### config.mk
export PLATFORM = sky130hd
export DESIGN_NAME = modular_exponentiation
export DESIGN_NICKNAME = d
export VERILOG_FILES = /design/src/sv/mexp_pkg.sv /design/src/sv/modular_exponentiation.sv
export SDC_FILE = /design/constraint.sdc
export NUM_CORES = 1
export LEC_CHECK = 0
export BUFFER_PORTS_ARGS = -buffer_cell sky130_fd_sc_hd__buf_2
export CORE_AREA = 2 2 265 267
export DETAILED_ROUTE_END_ITERATION = 7
export DIE_AREA = 0 0 267 269
export GPL_ROUTABILITY_DRIVEN = 0
export GPL_TIMING_DRIVEN = 0
export PLACE_DENSITY = 0.57
export REMOVE_ABC_BUFFERS = 1
export SLEW_MARGIN = 10
export SYNTH_ARGS = -nofsm -noshare
export SYNTH_HDL_FRONTEND = slang
export SYNTH_SLANG_ARGS = --single-unit
### constraint.sdc
create_clock -name clk -period 5.3 [get_ports clk]
set_input_delay 0.53 -clock clk [delete_from_list [all_inputs] [get_ports clk]]
set_output_delay 0.53 -clock clk [all_outputs]
set_load 0.01 [all_outputs]
### src/sv/mexp_pkg.sv
// Shared constants for the modular exponentiation block.
`timescale 1ns / 1ps

package mexp_pkg;

	// width of the base word, fixed by the interface
	localparam int BASE_WIDTH = 63;

endpackage

### src/sv/modular_exponentiation.sv
// Modular exponentiation by right-to-left square-and-multiply with bit-serial arithmetic.
`timescale 1ns / 1ps

// Raises base to exponent modulo modulus, one word at a time. A word is taken when start is
// high and busy is low. The result shows on residue for exactly one cycle with done high, and
// the receiver must take it then. The base is first reduced modulo modulus one bit at a time;
// then each exponent bit, from the lowest up to the highest set one, is handled by two
// modular multiplications (accumulator by square, square by square) that run side by side
// and share one bit-serial multiplier register. A modulus of zero returns 0 in the cycle
// after start.
module modular_exponentiation #(
	parameter int EXP_WIDTH = 63,
	parameter int MOD_WIDTH = 32
) (
	input  logic                              clk,
	input  logic                              arst_n,
	input  logic                              start,
	output logic                              busy,
	input  logic [mexp_pkg::BASE_WIDTH-1:0]   base,
	input  logic [EXP_WIDTH-1:0]              exponent,
	input  logic [MOD_WIDTH-1:0]              modulus,
	output logic                              done,
	output logic [MOD_WIDTH-1:0]              residue
);

	localparam int BW    = mexp_pkg::BASE_WIDTH;
	// sized from the base length, so this counter covers both loops only while MOD_WIDTH is at most 64
	localparam int CNT_W = $clog2(BW);

	typedef enum logic [1:0] {
		ST_IDLE,
		ST_REDUCE,
		ST_CHECK,
		ST_MULT
	} state_t;

	state_t                 state_q;
	logic [BW-1:0]          base_q;
	logic [EXP_WIDTH-1:0]   exp_q;
	logic [MOD_WIDTH-1:0]   mod_q;
	logic [MOD_WIDTH-1:0]   sq_q;
	logic [MOD_WIDTH-1:0]   acc_q;
	logic [MOD_WIDTH-1:0]   mb_q;
	logic [MOD_WIDTH-1:0]   pa_q;
	logic [MOD_WIDTH-1:0]   pb_q;
	logic [CNT_W-1:0]       cnt_q;
	logic                   done_q;
	logic [MOD_WIDTH-1:0]   res_q;

	logic [MOD_WIDTH-1:0]   red_next;
	logic [MOD_WIDTH-1:0]   pa_next;
	logic [MOD_WIDTH-1:0]   pb_next;

	// one step of the base reduction: r = (2r + bit) mod m, with r < m on entry
	function automatic logic [MOD_WIDTH-1:0] red_step(
		input logic [MOD_WIDTH-1:0] r,
		input logic                 b,
		input logic [MOD_WIDTH-1:0] m
	);
		logic [MOD_WIDTH:0]   s;
		logic [MOD_WIDTH+1:0] t;
		s = {r, b};
		t = {1'b0, s} - {2'b00, m};
		if (!t[MOD_WIDTH+1]) begin
			red_step = t[MOD_WIDTH-1:0];
		end else begin
			red_step = s[MOD_WIDTH-1:0];
		end
	endfunction

	// one step of interleaved modular multiplication: r = (2r + bit * a) mod m
	function automatic logic [MOD_WIDTH-1:0] mul_step(
		input logic [MOD_WIDTH-1:0] r,
		input logic [MOD_WIDTH-1:0] a,
		input logic                 b,
		input logic [MOD_WIDTH-1:0] m
	);
		logic [MOD_WIDTH+2:0] s;
		logic [MOD_WIDTH+2:0] t1;
		logic [MOD_WIDTH+2:0] t2;
		s  = {2'b00, r, 1'b0} + (b ? {3'b000, a} : '0);
		t1 = s - {3'b000, m};
		t2 = s - {2'b00, m, 1'b0};
		// s is below 3m, so at most two subtractions bring it into range
		if (!t2[MOD_WIDTH+2]) begin
			mul_step = t2[MOD_WIDTH-1:0];
		end else if (!t1[MOD_WIDTH+2]) begin
			mul_step = t1[MOD_WIDTH-1:0];
		end else begin
			mul_step = s[MOD_WIDTH-1:0];
		end
	endfunction

	assign red_next = red_step(sq_q, base_q[BW-1], mod_q);
	assign pa_next  = mul_step(pa_q, acc_q, mb_q[MOD_WIDTH-1], mod_q);
	assign pb_next  = mul_step(pb_q, sq_q, mb_q[MOD_WIDTH-1], mod_q);

	always_ff @(posedge clk or negedge arst_n) begin
		if (!arst_n) begin
			state_q <= ST_IDLE;
			cnt_q   <= '0;
			done_q  <= 1'b0;
		end else begin
			done_q <= 1'b0;
			case (state_q)
				ST_IDLE: begin
					if (start) begin
						base_q <= base;
						exp_q  <= exponent;
						mod_q  <= modulus;
						sq_q   <= '0;
						cnt_q  <= CNT_W'(BW - 1);
						if (modulus == '0) begin
							// no modulus: answer zero at once
							res_q  <= '0;
							done_q <= 1'b1;
						end else begin
							state_q <= ST_REDUCE;
						end
					end
				end
				ST_REDUCE: begin
					sq_q   <= red_next;
					base_q <= {base_q[BW-2:0], 1'b0};
					cnt_q  <= cnt_q - 1'b1;
					if (cnt_q == '0) begin
						acc_q   <= (mod_q == MOD_WIDTH'(1)) ? '0 : MOD_WIDTH'(1);
						state_q <= ST_CHECK;
					end
				end
				ST_CHECK: begin
					if (exp_q == '0) begin
						res_q   <= acc_q;
						done_q  <= 1'b1;
						state_q <= ST_IDLE;
					end else begin
						mb_q    <= sq_q;
						pa_q    <= '0;
						pb_q    <= '0;
						cnt_q   <= CNT_W'(MOD_WIDTH - 1);
						state_q <= ST_MULT;
					end
				end
				ST_MULT: begin
					pa_q  <= pa_next;
					pb_q  <= pb_next;
					mb_q  <= {mb_q[MOD_WIDTH-2:0], 1'b0};
					cnt_q <= cnt_q - 1'b1;
					if (cnt_q == '0) begin
						// fold the products back and drop the exponent bit
						if (exp_q[0]) begin
							acc_q <= pa_next;
						end
						sq_q    <= pb_next;
						exp_q   <= exp_q >> 1;
						state_q <= ST_CHECK;
					end
				end
				default: begin
					state_q <= ST_IDLE;
				end
			endcase
		end
	end

	assign busy    = (state_q != ST_IDLE);
	assign done    = done_q;
	assign residue = res_q;

	a_done_idle: assert property (@(posedge clk) disable iff (!arst_n)
		done |-> !busy)
		else $error("result strobe while still working");

	a_res_range: assert property (@(posedge clk) disable iff (!arst_n)
		(done && mod_q != '0) |-> (residue < mod_q))
		else $error("residue not below modulus");

	a_accept: assert property (@(posedge clk) disable iff (!arst_n)
		(start && !busy) |=> (busy || done))
		else $error("accepted word neither worked on nor answered");

	a_check_range: assert property (@(posedge clk) disable iff (!arst_n)
		(state_q == ST_CHECK) |-> (sq_q < mod_q && acc_q < mod_q))
		else $error("working residues out of range");

	a_mult_cnt: assert property (@(posedge clk) disable iff (!arst_n)
		(state_q == ST_MULT) |-> (cnt_q <= CNT_W'(MOD_WIDTH - 1)))
		else $error("multiplier bit count out of range");

endmodule
# After elaboration in Yosys (flattened, before gate mapping)
# Index checks and enable logic that the tools add are counted.
# Widths: inputs -> output; s select.
op_classes:
  n_reduce_logical: 21
  add_sub_neg: 8
  eq_ne: 13
  mux: 41
op_table:
  columns: ["operator", "count"]
  rows:
  - ["$mux 32", 17]
  - ["$pmux 32 s2", 5]
  - ["$pmux 63 s2", 2]
  - ["$mux 63", 3]
  - ["$pmux 32 s3", 1]
  - ["$sub 34x32->35", 2]
  - ["$sub 34x33->35", 2]
  - ["$add 33x32->34", 2]
  - ["$logic_not 63->1", 1]
  - ["$sub 33x32->34", 1]
  - ["$eq 32x1->1 const B", 1]
  - ["$logic_not 32->1", 1]
  - ["$pmux 6 s3", 1]
  - ["$ne 2x2->1 const B", 8]
  - ["$mux 6", 2]
  - ["$reduce_and 3->1", 4]
  - ["$reduce_bool 2->1", 6]
  - ["$reduce_and 5->1", 2]
  - ["$mux 2", 4]
  - ["$reduce_and 4->1", 2]
  - ["$logic_not 6->1", 1]
  - ["$pmux 2 s3", 1]
  - ["$sub 6x1->6 const B", 1]
  - ["$eq 2x2->1 const B", 2]
  - ["8 further kinds", 11]
word_totals:
  register_bits: 359
  output_inout_bits: 34
  inputBits: 161

# Logic depth before layout (Yosys ltp)
logic_depth:
  depth_word: 8
  mapped_depth: 27
  ltp_nobuf: 23

# Least setup slack after synthesis
# Ideal clock, no wire load.
synth_timing:
  kind: "register -> register"
  startpoint: "register mb_q[31]"
  endpoint: "register sq_q[20], data pin"
  stages_incl_launch_ff: 27
  required_time_ps: 5027
  setup_ps: 273
  arrival_time_ps: 5402
  path_buffers: 4
  slack_ps: -375
  cell_sequence: "edfxtp_1 -> clkbuf_1 -> clkbuf_1 -> and2_1 -> ha_1 -> inv_1 -> fa_1 -> nand2b_1 -> a21oi_1 -> o211ai_1 -> and3b_1 -> a211oi_1 -> a21oi_1 -> o21ai_0 -> xor2_1 -> ha_1 -> a21o_1 -> a21o_1 -> a21o_1 -> a21o_1 -> a211oi_1 -> o211a_1 -> buf_2 -> buf_4 -> nand2_1 -> a211oi_1 -> o32ai_1"
synth_via:
  elab_chain_len: 7
synth_rtl:
  columns: ["element", "line_no", "text"]
  rows:
  - ["from (decl)", "modular_exponentiation.sv:43", "logic [MOD_WIDTH-1:0] mb_q;"]
  - ["from (signal assigned)", "modular_exponentiation.sv:137", "mb_q <= sq_q;"]
  - ["from (signal assigned)", "modular_exponentiation.sv:147", "mb_q <= {mb_q[MOD_WIDTH-2:0], 1'b0};"]
  - ["$mux 32 (*)", "modular_exponentiation.sv:81", "s = {2'b00, r, 1'b0} + (b ? {3'b000, a} : '0);"]
  - ["$add 33x32->34 (*)", "modular_exponentiation.sv:81", null]
  - ["$sub 34x32->35", "modular_exponentiation.sv:82", "t1 = s - {3'b000, m};"]
  - ["$mux 32", "modular_exponentiation.sv:87", "end else if (!t1[MOD_WIDTH+2]) begin"]
  - ["$mux 32 (*)", "modular_exponentiation.sv:85", "if (!t2[MOD_WIDTH+2]) begin"]
  - ["$mux 32 (*)", "modular_exponentiation.sv:149", "if (cnt_q == '0) begin"]
  - ["$pmux 32 s3 (*)", "modular_exponentiation.sv:105", "case (state_q)"]
  - ["to (signal assigned)", "modular_exponentiation.sv:123", "sq_q <= red_next;"]
  - ["to (signal assigned)", "modular_exponentiation.sv:154", "sq_q <= pb_next;"]
  - ["to (decl)", "modular_exponentiation.sv:41", "logic [MOD_WIDTH-1:0] sq_q;"]
# Mark *: on every way between the ends. The rest lies on a longest branch, timed or not. The select of a mux whose other input is x is not followed.
# A chain may end at the register's enable or synchronous reset.

# Worst setup path after layout
layout_timing:
  startpoint: "register mb_q[31]"
  endpoint: "register acc_q[29], data pin"
layout_via:
  elab_chain_len: 8
layout_rtl:
  columns: ["element", "line_no", "text"]
  rows:
  - ["$mux 32 (*)", "modular_exponentiation.sv:81", null]
  - ["$add 33x32->34 (*)", "modular_exponentiation.sv:81", null]
  - ["$sub 34x32->35", "modular_exponentiation.sv:82", null]
  - ["$mux 32", "modular_exponentiation.sv:87", null]
  - ["$mux 32 (*)", "modular_exponentiation.sv:85", null]
  - ["$mux 32 (*)", "modular_exponentiation.sv:151", "if (exp_q[0]) begin"]
  - ["$mux 32 (*)", "modular_exponentiation.sv:149", null]
  - ["$pmux 32 s2 (*)", "modular_exponentiation.sv:105", null]
  - ["to (signal assigned)", "modular_exponentiation.sv:127", "acc_q <= (mod_q == MOD_WIDTH'(1)) ? '0 : MOD_WIDTH'(1);"]
  - ["to (signal assigned)", "modular_exponentiation.sv:152", "acc_q <= pa_next;"]
  - ["to (decl)", "modular_exponentiation.sv:42", "logic [MOD_WIDTH-1:0] acc_q;"]
# Marked as above.

==> impl_metrics.tcl <==
set metrics [dict create \
    status "complete, but fails checks" \
    failed_checks "negative setup slack" \
    grt_overflow 0 \
    nets 3772 \
    cts_max_path_buffers 3 \
    setup_viol 128 \
    r2r_cells 26 \
    start_util 0.395 \
    die_w_um 267 \
    h-tree-depth 2 \
    clkLatencyLatePin_ns 0.59 \
    fin_skew_ns 0.0324 \
    r2r-end "acc_q[29]" \
    yosysTopAreaCell "edfxtp_1" \
    area_growth_pct 30.8 \
    ff_latch_area_mm2 0.0107 \
    relSlewSlack 0.272 \
    synth_top_family_by_area "simple AND/OR/NAND/NOR gates" \
    grtUsageMet2 0.408 \
    finalWirelength_um 88300 \
    num_io_pins 195 \
    worst_hold_path.num_cells 1 \
    avgSynthCellArea_um2 9.02 \
    worstHoldStart "modulus[28]" \
    async_flop_share 0.0251 \
    top_usage_layer "met2" \
    fin_crit_sh 1.08 \
    rr_startpoint "mb_q[31]" \
    fp.coreArea_mm2 0.0693 \
    dr.first_iter.drc_count 1968 \
    num_vias 25100 \
    num-fill-cells 6179 \
    die_h_um 269 \
    arrival_ns 6.04 \
    hold_violations 0 \
    dieArea_mm2 0.0718 \
    clkTransAtPathRegs_ns 0.07 \
    portBuffers 194 \
    ys_seq_elements 359 \
    yosysWarnings 0 \
    setup_ws_ns -0.436 \
    yosys.area_share.simple 0.201 \
    rows 97 \
    slew_violations 0 \
    fmax_mhz 174 \
    viasPerCell 5.77 \
    wl_per_cell_um 20.3 \
    endpoint_kind "register" \
    multiInputGateArea_mm2 0.0188 \
    synth_cell_types 78 \
    cts-root-buf "clkbuf_16" \
    yosys.area_share.adder 0.107 \
    cp-start-kind "register" \
    syn_inst 3037 \
    path_max_fanout 8 \
    use_met3 0.0321 \
    crit_type "register to register" \
    syn_area_mm2 0.0274 \
    drc 0 \
    cts.sinks 359 \
    period_minus_slack_ns 5.74 \
    grt_max_degree 79 \
    cts_buffers 42 \
    cts_tree "built" \
    worst_hold_path.endpoint "mod_q[28]" \
    holdWs_ns 0.146 \
    min_path_type "primary input to register" \
    grt_usage 0.239 \
    synth_top_area_share 0.383 \
    dr.pass1.iters 5 \
    synth_compound_area_frac 0.196 \
    critPathLaunch "mb_q[31]" \
    yosys_most_used_dff "edfxtp_1" \
    antenna_found_initial 1 \
    rsz0062_at_grt "yes" \
    drtAntennaViolNets 0 \
    synth_area_leaders "edfxtp_1 38%, ha_1 10%, nand2_1 8.3%" \
    dp_hpwl_um 58900 \
    grtUsageMet1 0.299 \
    crit_required_ns 5.60 \
    tightest_slew_ns 1.08 \
    synth_edf_count 350 \
    grt_first_pass_wirelength_um 135000 \
    synth.area.mux_share 0.0195 \
    ys_seq_area_frac 0.392 \
    rrSetupSlack_ns -0.44 \
    cap_violations 0 \
    drive_above_1_share 0.241 \
    synth_xor_area_frac 0.0543 \
    grt_pass1_vias 24700 \
]
[cell usage after synthesis (8+ instances only)]
| library cell | instances |
|---|---|
| a311oi_1 | 8 |
| nand2b_1 | 25 |
| and3_1 | 28 |
| a21boi_0 | 10 |
| nor2b_1 | 36 |
| dfrtp_1 | 9 |
| nand4_1 | 27 |
| nor3_1 | 42 |
| buf_2 | 20 |
| a211oi_1 | 37 |
| and4_1 | 9 |
| o211ai_1 | 19 |
| nor4_1 | 43 |
| ha_1 | 224 |
| a21oi_1 | 213 |
| xnor2_1 | 118 |
| mux2i_1 | 50 |
| a31oi_1 | 47 |
| o31ai_1 | 13 |
| o21ai_0 | 183 |
| clkbuf_1 | 77 |
| a211o_1 | 11 |
| xor2_1 | 52 |
| or3_1 | 16 |
| inv_1 | 104 |
| o22ai_1 | 12 |
| nand3b_1 | 9 |
| nand3_1 | 63 |
| and2_1 | 117 |
| o21bai_1 | 45 |
| o32ai_1 | 8 |
| nand2_1 | 607 |
| a21o_1 | 93 |
| o21a_1 | 43 |
| edfxtp_1 | 350 |
| nor2_1 | 130 |
[cells in the final DEF (no fill, tap or decap), types with 41 or more instances in the layout]
cell type and count:
nor2_1 122, o21bai_1 44, edfxtp_1 350, o21a_1 41, buf_2 194, clkbuf_16 43, o21ai_0 120, nand2_1 593
nand3_1 51, a21oi_1 185, xor2_1 45, a21o_1 91, inv_1 100, buf_4 122, xnor2_1 103, ha_1 186
and2_1 107
[sequential cells by signal, indices dropped and copies added, names as in the netlist]
register  count
pa_q         32
base_q       63
residue      32
mb_q         32
pb_q         32
state_q       2
acc_q        32
mod_q        32
sq_q         32
cnt_q         6
exp_q        63
done          1
[worst max path at each step]
stage	cells after the start	slack [ns]	endpoint
floorplan	18	-2.28	acc_q[20]
global placement	18	-6.18	acc_q[20]
detailed placement	23	-2.78	sq_q[20]
CTS	27	-0.32	pa_q[20]
global route	23	-0.62	acc_q[2]
finish	26	-0.44	acc_q[29]
[worst max-delay path, stage by stage (launching register included)]
cell and delay [ns]:
edfxtp_1 0.42, buf_12 0.18, buf_12 0.15, and2_1 0.16, ha_4 0.28, o21ai_0 0.07, o21bai_1 0.23, a211oi_2 0.14
o211ai_1 0.30, a311oi_2 0.16, o31a_1 0.35, xnor2_2 0.17, ha_1 0.33, nand4_1 0.12, nor2_1 0.12, nand2_1 0.08
a311o_2 0.40, a211oi_4 0.36, nor4_4 0.10, o31ai_4 0.30, a41oi_4 0.16, buf_12 0.17, buf_6 0.11, buf_6 0.10
buf_8 0.13, o31ai_4 0.26, a31oi_4 0.06
[metrics by stage]
step,instances,instance area (µm²),utilization,setup WS [ns],TNS [ns]
2_1_floorplan,2930,27000,-,-2.28,-178.54
3_3_place_gp,4064,29100,0.420,-6.18,-731.04
3_5_place_dp,4088,29700,0.429,-2.78,-265.27
4_1_cts,4304,34600,0.499,-0.322,-25.86
5_1_grt,4354,35800,0.517,-0.622,-59.38
6_report,4354,35800,0.517,-0.436,-37.62
[repair_timing]
action / in CTS / in global routing
cloned: 22 / 0
resized for setup: 414 / 173
hold buffers: 1 / 0
buffers inserted: 117 / 52
endpoints found under the setup margin: 128 / 128
pin swaps: 138 / 101
endpoints found under the hold margin: 9 / 0
[cell type report]
type,count,area share
diodes,1,0.0000698
inverters,104,0.0109
well taps,940,0.0328
clock inverters,21,0.00691
flip-flops and latches,359,0.300
multi-input cells,2478,0.523
repair buffers,395,0.0946
clock buffers,56,0.0317
[routing by layer]
| metal | share of wire | vias up |
|---|---|---|
| li1 | - | 11900 |
| met1 | 0.42 | 12000 |
| met2 | 0.47 | 974 |
| met3 | 0.057 | 251 |
| met4 | 0.052 | 0 |
| met5 | 0 | - |
[cells by family after synthesis]
| family | after synthesis |
|---|---|
| mux | 53 |
| fa+ha+maj | 231 |
| compound gates | 829 |
| simple gates | 1184 |
| xor+xnor | 170 |
| flops | 359 |
| buf+inv | 211 |
Power is left out: the tool's default activity adds up to more than one toggle a clock period on the data nets, which glitch-free logic cannot reach.
